File: src/design/md5_pkg.sv
`default_nettype none

package md5_pkg;

   typedef struct packed {
      logic       req_type;
      logic [7:0] data_byte;
   } md5_req_type;

   typedef struct packed {
      logic [63:0] digest_second_half;
      logic [63:0] digest_first_half;
   } md5_rsp_type;

   typedef struct packed {
      logic [31:0] a;
      logic [31:0] b;
      logic [31:0] c;
      logic [31:0] d;
   } md5_words_type;

   typedef enum logic [2:0] {
      ST_IDLE,
      ST_PAD,
      ST_PREFETCH,
      ST_ROUND,
      ST_FOLD,
      ST_EMIT
   } md5_state_type;

   // request kinds
   localparam logic REQ_BYTE = 1'b0;
   localparam logic REQ_END  = 1'b1;

   localparam md5_words_type CHAIN_INIT = '{
      a: 32'h67452301,
      b: 32'hefcdab89,
      c: 32'h98badcfe,
      d: 32'h10325476
   };

   localparam logic [7:0] PAD_MARK    = 8'h80;
   localparam logic [5:0] LEN_POS     = 6'd56;
   localparam logic [5:0] LAST_BYTE   = 6'd63;
   localparam logic [5:0] LAST_ROUND  = 6'd63;
   localparam logic [3:0] LAST_WORD   = 4'd15;

   localparam logic [31:0] ROUND_CONST [64] = '{
      32'hd76aa478, 32'he8c7b756, 32'h242070db, 32'hc1bdceee,
      32'hf57c0faf, 32'h4787c62a, 32'ha8304613, 32'hfd469501,
      32'h698098d8, 32'h8b44f7af, 32'hffff5bb1, 32'h895cd7be,
      32'h6b901122, 32'hfd987193, 32'ha679438e, 32'h49b40821,
      32'hf61e2562, 32'hc040b340, 32'h265e5a51, 32'he9b6c7aa,
      32'hd62f105d, 32'h02441453, 32'hd8a1e681, 32'he7d3fbc8,
      32'h21e1cde6, 32'hc33707d6, 32'hf4d50d87, 32'h455a14ed,
      32'ha9e3e905, 32'hfcefa3f8, 32'h676f02d9, 32'h8d2a4c8a,
      32'hfffa3942, 32'h8771f681, 32'h6d9d6122, 32'hfde5380c,
      32'ha4beea44, 32'h4bdecfa9, 32'hf6bb4b60, 32'hbebfbc70,
      32'h289b7ec6, 32'heaa127fa, 32'hd4ef3085, 32'h04881d05,
      32'hd9d4d039, 32'he6db99e5, 32'h1fa27cf8, 32'hc4ac5665,
      32'hf4292244, 32'h432aff97, 32'hab9423a7, 32'hfc93a039,
      32'h655b59c3, 32'h8f0ccc92, 32'hffeff47d, 32'h85845dd1,
      32'h6fa87e4f, 32'hfe2ce6e0, 32'ha3014314, 32'h4e0811a1,
      32'hf7537e82, 32'hbd3af235, 32'h2ad7d2bb, 32'heb86d391
   };

   localparam logic [4:0] ROT_AMOUNT [16] = '{
      5'd7, 5'd12, 5'd17, 5'd22, 5'd5, 5'd9, 5'd14, 5'd20,
      5'd4, 5'd11, 5'd16, 5'd23, 5'd6, 5'd10, 5'd15, 5'd21
   };

   // message word used by round r
   function automatic logic [3:0] word_index(input logic [5:0] r);
      logic [3:0] idx;
      idx = r[3:0];
      case (r[5:4])
         2'd0: idx = r[3:0];
         2'd1: idx = 4'(4'd5 * r[3:0] + 4'd1);
         2'd2: idx = 4'(4'd3 * r[3:0] + 4'd5);
         2'd3: idx = 4'(4'd7 * r[3:0]);
         default: idx = r[3:0];
      endcase
      return idx;
   endfunction

endpackage

`default_nettype wire

File: src/design/md5_round.sv
`default_nettype none

module md5_round (
   input  wire md5_pkg::md5_words_type words,
   input  wire logic [31:0]            w,
   input  wire logic [5:0]             rnd,
   output logic [31:0]                 new_b
);

   logic [31:0] mix;
   logic [31:0] sum;
   logic [31:0] rot;
   logic [4:0]  sh;

   always_comb begin
      case (rnd[5:4])
         2'd0: mix = (words.b & words.c) | (~words.b & words.d);
         2'd1: mix = (words.b & words.d) | (words.c & ~words.d);
         2'd2: mix = words.b ^ words.c ^ words.d;
         2'd3: mix = words.c ^ (words.b | ~words.d);
         default: mix = '0;
      endcase
   end

   assign sh    = md5_pkg::ROT_AMOUNT[{rnd[5:4], rnd[1:0]}];
   assign sum   = words.a + mix + md5_pkg::ROUND_CONST[rnd] + w;
   assign rot   = (sum << sh) | (sum >> (6'd32 - {1'b0, sh}));
   assign new_b = words.b + rot;

endmodule

`default_nettype wire

File: src/design/md5_message_digest_core.sv
`default_nettype none

// channel   direction  ports                          payload
// req       in         req_valid req_stall            req_type, data_byte
// rsp       out        rsp_valid rsp_stall            digest_first_half, digest_second_half
//
// message bytes are accepted while the sequencer is idle; the 64th byte of a block
// starts the compression: one read prefetch, 64 rounds through the shared round adder,
// and one fold. end of message: padding, then the compression once or twice, and emit.
// req_stall is high whenever the sequencer is not idle.
// reset returns the chaining words and byte count to their initial values.
// the digest sits in an output register, so message bytes keep flowing while it waits.

module md5_message_digest_core (
   input  wire logic                 clock,
   input  wire logic                 reset,
   input  wire logic                 req_valid,
   output logic                      req_stall,
   input  wire md5_pkg::md5_req_type req_payload,
   output logic                      rsp_valid,
   input  wire logic                 rsp_stall,
   output md5_pkg::md5_rsp_type      rsp_payload
);

   md5_pkg::md5_state_type state_ff, state_in;
   logic [63:0]            count_ff, count_in;
   md5_pkg::md5_words_type chain_ff, chain_in;
   md5_pkg::md5_words_type work_ff, work_in;
   logic [5:0]             rnd_ff, rnd_in;
   logic [3:0]             wi_ff, wi_in;
   logic [5:0]             lo_ff, lo_in;
   logic                   mark_ff, mark_in;
   logic                   len_ff, len_in;
   logic                   two_ff, two_in;
   logic                   fin_ff, fin_in;
   logic                   rsp_valid_ff, rsp_valid_in;
   md5_pkg::md5_rsp_type   rsp_ff, rsp_in;

   logic [3:0][7:0]        mem [16];
   logic [31:0]            rd_ff;
   logic [3:0]             rd_addr;
   logic [3:0]             mem_waddr;
   logic [3:0]             mem_we;
   logic [3:0][7:0]        mem_wdata;

   logic [63:0]            bit_len;
   logic [31:0]            new_b;
   logic [5:0]             pos;

   assign bit_len = {count_ff[60:0], 3'b000};

   md5_round u_md5_round (
      .words (work_ff),
      .w     (rd_ff),
      .rnd   (rnd_ff),
      .new_b (new_b)
   );

   always_ff @(posedge clock) begin
      for (int j = 0; j < 4; j++) begin
         if (mem_we[j]) begin
            mem[mem_waddr][j] <= mem_wdata[j];
         end
      end
      rd_ff <= mem[rd_addr];
   end

   always_ff @(posedge clock) begin
      if (reset) begin
         state_ff     <= md5_pkg::ST_IDLE;
         count_ff     <= '0;
         chain_ff     <= md5_pkg::CHAIN_INIT;
         two_ff       <= 1'b0;
         fin_ff       <= 1'b0;
         rsp_valid_ff <= 1'b0;
      end else begin
         state_ff     <= state_in;
         count_ff     <= count_in;
         chain_ff     <= chain_in;
         two_ff       <= two_in;
         fin_ff       <= fin_in;
         rsp_valid_ff <= rsp_valid_in;
      end
      work_ff <= work_in;
      rnd_ff  <= rnd_in;
      wi_ff   <= wi_in;
      lo_ff   <= lo_in;
      mark_ff <= mark_in;
      len_ff  <= len_in;
      rsp_ff  <= rsp_in;
   end

   always_comb begin
      state_in     = state_ff;
      count_in     = count_ff;
      chain_in     = chain_ff;
      work_in      = work_ff;
      rnd_in       = rnd_ff;
      wi_in        = wi_ff;
      lo_in        = lo_ff;
      mark_in      = mark_ff;
      len_in       = len_ff;
      two_in       = two_ff;
      fin_in       = fin_ff;
      rsp_valid_in = rsp_valid_ff && rsp_stall;
      rsp_in       = rsp_ff;
      mem_we       = '0;
      mem_waddr    = wi_ff;
      mem_wdata    = '0;
      pos          = '0;
      rd_addr      = md5_pkg::word_index(6'(rnd_ff + 6'd1));

      case (state_ff)
         md5_pkg::ST_IDLE: begin
            if (req_valid) begin
               if (req_payload.req_type == md5_pkg::REQ_BYTE) begin
                  mem_waddr = count_ff[5:2];
                  mem_we    = 4'b0001 << count_ff[1:0];
                  mem_wdata = {4{req_payload.data_byte}};
                  count_in  = count_ff + 64'd1;
                  if (count_ff[5:0] == md5_pkg::LAST_BYTE) begin
                     state_in = md5_pkg::ST_PREFETCH;
                  end
               end else begin
                  fin_in   = 1'b1;
                  lo_in    = count_ff[5:0];
                  mark_in  = 1'b1;
                  len_in   = count_ff[5:0] < md5_pkg::LEN_POS;
                  two_in   = !(count_ff[5:0] < md5_pkg::LEN_POS);
                  wi_in    = count_ff[5:2];
                  state_in = md5_pkg::ST_PAD;
               end
            end
         end
         md5_pkg::ST_PAD: begin
            // one buffer word per cycle, bytes below the fill level kept
            for (int j = 0; j < 4; j++) begin
               pos       = {wi_ff, 2'(j)};
               mem_we[j] = pos >= lo_ff;
               if (mark_ff && pos == lo_ff) begin
                  mem_wdata[j] = md5_pkg::PAD_MARK;
               end else if (len_ff && pos >= md5_pkg::LEN_POS) begin
                  mem_wdata[j] = bit_len[8 * pos[2:0] +: 8];
               end else begin
                  mem_wdata[j] = '0;
               end
            end
            if (wi_ff == md5_pkg::LAST_WORD) begin
               state_in = md5_pkg::ST_PREFETCH;
            end else begin
               wi_in = wi_ff + 4'd1;
            end
         end
         md5_pkg::ST_PREFETCH: begin
            rd_addr  = md5_pkg::word_index(6'd0);
            work_in  = chain_ff;
            rnd_in   = '0;
            state_in = md5_pkg::ST_ROUND;
         end
         md5_pkg::ST_ROUND: begin
            work_in.a = work_ff.d;
            work_in.b = new_b;
            work_in.c = work_ff.b;
            work_in.d = work_ff.c;
            rnd_in    = rnd_ff + 6'd1;
            if (rnd_ff == md5_pkg::LAST_ROUND) begin
               state_in = md5_pkg::ST_FOLD;
            end
         end
         md5_pkg::ST_FOLD: begin
            chain_in.a = chain_ff.a + work_ff.a;
            chain_in.b = chain_ff.b + work_ff.b;
            chain_in.c = chain_ff.c + work_ff.c;
            chain_in.d = chain_ff.d + work_ff.d;
            if (!fin_ff) begin
               state_in = md5_pkg::ST_IDLE;
            end else if (two_ff) begin
               // length goes into a second, otherwise empty block
               lo_in    = '0;
               mark_in  = 1'b0;
               len_in   = 1'b1;
               two_in   = 1'b0;
               wi_in    = '0;
               state_in = md5_pkg::ST_PAD;
            end else begin
               state_in = md5_pkg::ST_EMIT;
            end
         end
         md5_pkg::ST_EMIT: begin
            if (!rsp_valid_ff || !rsp_stall) begin
               rsp_valid_in                  = 1'b1;
               rsp_in.digest_first_half      = {chain_ff.b, chain_ff.a};
               rsp_in.digest_second_half     = {chain_ff.d, chain_ff.c};
               chain_in                      = md5_pkg::CHAIN_INIT;
               count_in                      = '0;
               fin_in                        = 1'b0;
               state_in                      = md5_pkg::ST_IDLE;
            end
         end
         default: begin
            state_in = md5_pkg::ST_IDLE;
         end
      endcase
   end

   assign req_stall   = state_ff != md5_pkg::ST_IDLE;
   assign rsp_valid   = rsp_valid_ff;
   assign rsp_payload = rsp_ff;

endmodule

`default_nettype wire

File: config.mk
export PLATFORM = sky130hd
export DESIGN_NAME = md5_message_digest_core
export DESIGN_NICKNAME = d
export VERILOG_FILES = /design/src/design/md5_pkg.sv /design/src/design/md5_round.sv /design/src/design/md5_message_digest_core.sv
export SDC_FILE = /design/constraint.sdc
export NUM_CORES = 2
export LEC_CHECK = 0
export ABC_AREA = 0
export BUFFER_PORTS_ARGS = -buffer_cell sky130_fd_sc_hd__clkbuf_2
export CAP_MARGIN = 0
export CORE_MARGIN = 1
export CORE_UTILIZATION = 50
export CTS_CLUSTER_DIAMETER = 80
export CTS_CLUSTER_SIZE = 40
export DETAILED_ROUTE_END_ITERATION = 8
export MAX_ROUTING_LAYER = met4
export PLACE_DENSITY_LB_ADDON = 0.1
export SETUP_SLACK_MARGIN = 0.3
export SLEW_MARGIN = 10
export SYNTH_ARGS = -nofsm -noshare
export SYNTH_HDL_FRONTEND = slang
export SYNTH_SLANG_ARGS = --single-unit
File: constraint.sdc
create_clock -name clock -period 18.4 [get_ports clock]
set_input_delay 0.92 -clock clock [delete_from_list [all_inputs] [get_ports clock]]
set_output_delay 0.92 -clock clock [all_outputs]
set_load 0.01 [all_outputs]
==> flow_summary_export.csv <==
group,metric,value,unit
status,status,"finished, final reports clean",
sta,finalCritPeriodShare,60.71,%
sta,worst_slack,7.230,ns
pwr,total_power,10.82,mW
global_routing,grt_antenna_before_repair,3,
setup_path,startpoint,"rnd_ff[0]$_SDFFCE_PN0P_",
floorplanning,core,114800,µm²
synthesis,synthCells,5985,
place,routabilityCongestion,1.064,
floorplanning,ios,143,
cells_and_area,fill_cells,10360,
synthesis,synth.area.top_cells,"edfxtp_1 (41%), dfxtp_1 (7.8%), nand2_1 (6.2%), ha_1 (4.8%), a21oi_1 (3.3%)",
sta,max_freq,89.53,MHz
detailed_routing,routed_wirelength,197.3,mm
synthesis,synth_top_area_share,40.56,%
place,portBuffers,142,
global_routing,grt_pass1_wl,288.7,mm
pwr,vdd_ir_drop_max,0.1467,mV
synthesis,syn_nets,6286,
worst_hold_path,worstHoldStart,"count_ff[20]$_SDFFE_PP0P_",
cells_and_area,layout.nets,6213,
detailed_routing,dr.pass1.iters,7,
cells_and_area,area_delta_synth_final,6.994,%
cells_and_area,final_cells,7468,
floorplanning,initial_core_util,50.69,%
global_routing,grt_max_degree,130,
cells_and_area,final_layout_size_suffix_gt1_share,7.778,%
setup_path,worst-endpoint-arrival,11.61,ns
sta,tns,0,ns
place,placed_area,60220,µm²
setup_path,critPathRequiredTime,18.84,ns
floorplanning,die_w,343.2,µm
cts,cts_tree,"built",
floorplanning,dieArea,117800,µm²
sta,relSlewSlack,16.90,%
detailed_routing,wl_per_cell,26.42,µm
sta,setup_viol_count_final,0,
cts,cts.path.max_buffers,3,
pwr,leakage,22.97,nW
setup_path,criticalPathCategory,"reg -> reg",
detailed_routing,drtAntennaViolNets,0,
cells_and_area,multi_input_area,28050,µm²
place,post-place-ws,7.538,ns
setup_path,cp_slowest_stage_delay,0.90,ns
global_routing,track_usage,33.91,%
synthesis,synth.largest_area_cell,"edfxtp_1",
synthesis,synth_cell_types,101,
cts,root_buffer,"clkbuf_16",
sta,finClkSkew,0.04527,ns
synthesis,synth_edf_count,786,
synthesis,synth-async-reset-ratio,0,%
cts,clock_sinks,1013,
setup_path,cp-start-kind,"flop",
floorplanning,dieHeight,343.2,µm
pwr,p_per_area,173.8,nW/µm²
setup_path,crit_slowest_cell,"ha_1",
detailed_routing,via_per_inst,6.253,
cts,ctsResizeCount,0,
cts,cts_made_buffers,49,
sta,fin_crit,11.17,ns
setup_path,reg2reg_from,"rnd_ff[0]$_SDFFCE_PN0P_",
sta,hold_ws,0.5062,ns
synthesis,avgSynthCellArea,9.724,µm²
setup_path,endpoint_kind,"flop",
floorplanning,num_rows,124,
synthesis,synth.yosys.warnings,0,
global_routing,grt.overflow.total,0,
cts,post_cts.repair.setup_buffers,0,
sta,worstMarginPinSlew,1.247,ns
synthesis,netlist_area,58200,µm²
detailed_routing,drtIter0Drc,5002,
cts,htreeDepth,2,
detailed_routing,vias,46700,
detailed_routing,drc,0,
cells_and_area,utilization,54.23,%
cells_and_area,fin_area,62270,µm²
flow_run,cap_violations,0,
synthesis,synth_seq_cells,1013,
synthesis,synth_top_flop_cell,"edfxtp_1",
cells_and_area,regArea,28150,µm²
synthesis,ys_seq_area_share,48.37,%
cts,path_clk_slew,0.12,ns
cts,insertion_delay,0.72,ns
cts,cts_hold_buf,0,
sta,drv_slew,0,
sta,rsz0062_at_grt,"no",
place,dp_cells,7373,
worst_hold_path,worstHoldPathType,"reg -> reg",
sta,hold_viol,0,
global_routing,first_global_vias,43010,
setup_path,critPathMaxFanout,29,
place,dp_hpwl,143.8,mm
-- cells in the final DEF, fill, tap and decap left out, types with 30 or more instances in the layout --
cell type  count
nand2_1      956
edfxtp_1     786
nor2_1       440
a21oi_1      378
o21ai_0      316
dfxtp_1      227
ha_1         221
a211oi_1     212
inv_1        195
xnor2_1      154
nand3_1      146
clkbuf_2     141
and2_1       134
a31oi_1      127
xor2_1       109
a21o_1       103
mux2i_1       99
nor3_1        85
buf_4         84
o211ai_1      83
a311oi_1      78
fa_1          67
or2_2         53
and3_1        51
clkbuf_16     50
o22ai_1       40
o21ai_1       38
nand2b_1      37
nor2b_1       34
o21a_1        33
a22oi_1       32
nand4_1       30
-- path summary, 6_finish.rpt --
check                           cells after the start  slack, ns                        end
worst max-delay path                               36       7.23      work_ff[95]$_DFFE_PP_
worst min-delay path                                2       0.51  count_ff[20]$_SDFFE_PP0P_
worst max register to register                     36       7.23      work_ff[95]$_DFFE_PP_
worst min register to register                      2       0.51  count_ff[20]$_SDFFE_PP0P_
-- flip-flops by register name, indices dropped and copies added, names as in the netlist, 3 cells and up --
register / flops
lo_ff: 6
rsp_payload: 128
mem: 512
rd_ff: 32
wi_ff: 4
work_ff: 128
count_ff: 61
rnd_ff: 6
chain_ff: 128
state_ff: 3
-- routing by layer --
metal | global-route usage [%] | share of wire (%) | vias up
met2 | 51.00 | 45 | 1902
met4 | 11.36 | 3.7 | 0
met3 | 4.006 | 7.3 | 290
met1 | 47.51 | 44 | 22840
met5 | - | 0 | -
li1 | - | - | 21670
-- Yosys cell counts (all sizes together) (30+ instances only) --
| cell type | number |
|---|---|
| fa | 67 |
| nor2b | 34 |
| nand3 | 149 |
| xnor2 | 157 |
| edfxtp | 786 |
| inv | 203 |
| mux2i | 100 |
| a21o | 104 |
| clkbuf | 283 |
| nor2 | 446 |
| a311oi | 78 |
| a211oi | 215 |
| a22oi | 32 |
| nor3 | 90 |
| xor2 | 109 |
| and2 | 155 |
| ha | 221 |
| nand2b | 37 |
| dfxtp | 227 |
| a21oi | 381 |
| o21ai | 360 |
| and3 | 51 |
| a31oi | 128 |
| nand2 | 962 |
| nand4 | 30 |
| o21a | 33 |
| o22ai | 40 |
| or2 | 56 |
| buf | 68 |
| o211ai | 84 |
-- where the power goes --
group	internal [mW]	switching [mW]	total, mW	leakage, nW
Clock	0.623	0.889	1.51	0.960
Combinational	2.44	4.26	6.70	13.1
Sequential	2.55	0.0690	2.62	8.91
-- worst max-delay path, delay by kind of cell, from the launching register on --
family                   cells  cell delay (ns)
AND/OR/NAND/NOR              5             0.95
flip-flops                   1             0.34
multiplexers                 2             0.30
buffers and inverters        4             1.40
AO/OA/AOI/OAI               18             4.57
adder cells (fa/ha/maj)      5             2.71
XOR/XNOR                     2             0.59
-- final cells by class --
type	count	area share, %
antenna	3	0.01206
clock buffer	53	2.044
clock inverter	39	1.220
inverter	206	1.252
multi-input combinational	4415	45.04
sequential	1013	45.20
tap	1512	3.038
timing repair buffer	227	2.186
-- cells by family after synthesis --
family	count (synthesis)	synth area share (%)
XOR/XNOR	266	4.003
buffers and inverters	557	3.681
AO/OA/AOI/OAI	1651	18.45
multiplexers	127	2.397
adder cells (fa/ha/maj)	288	7.056
flip-flops	1013	48.37
AND/OR/NAND/NOR	2083	16.05
Note: power is estimated with default switching activity, not from simulation.
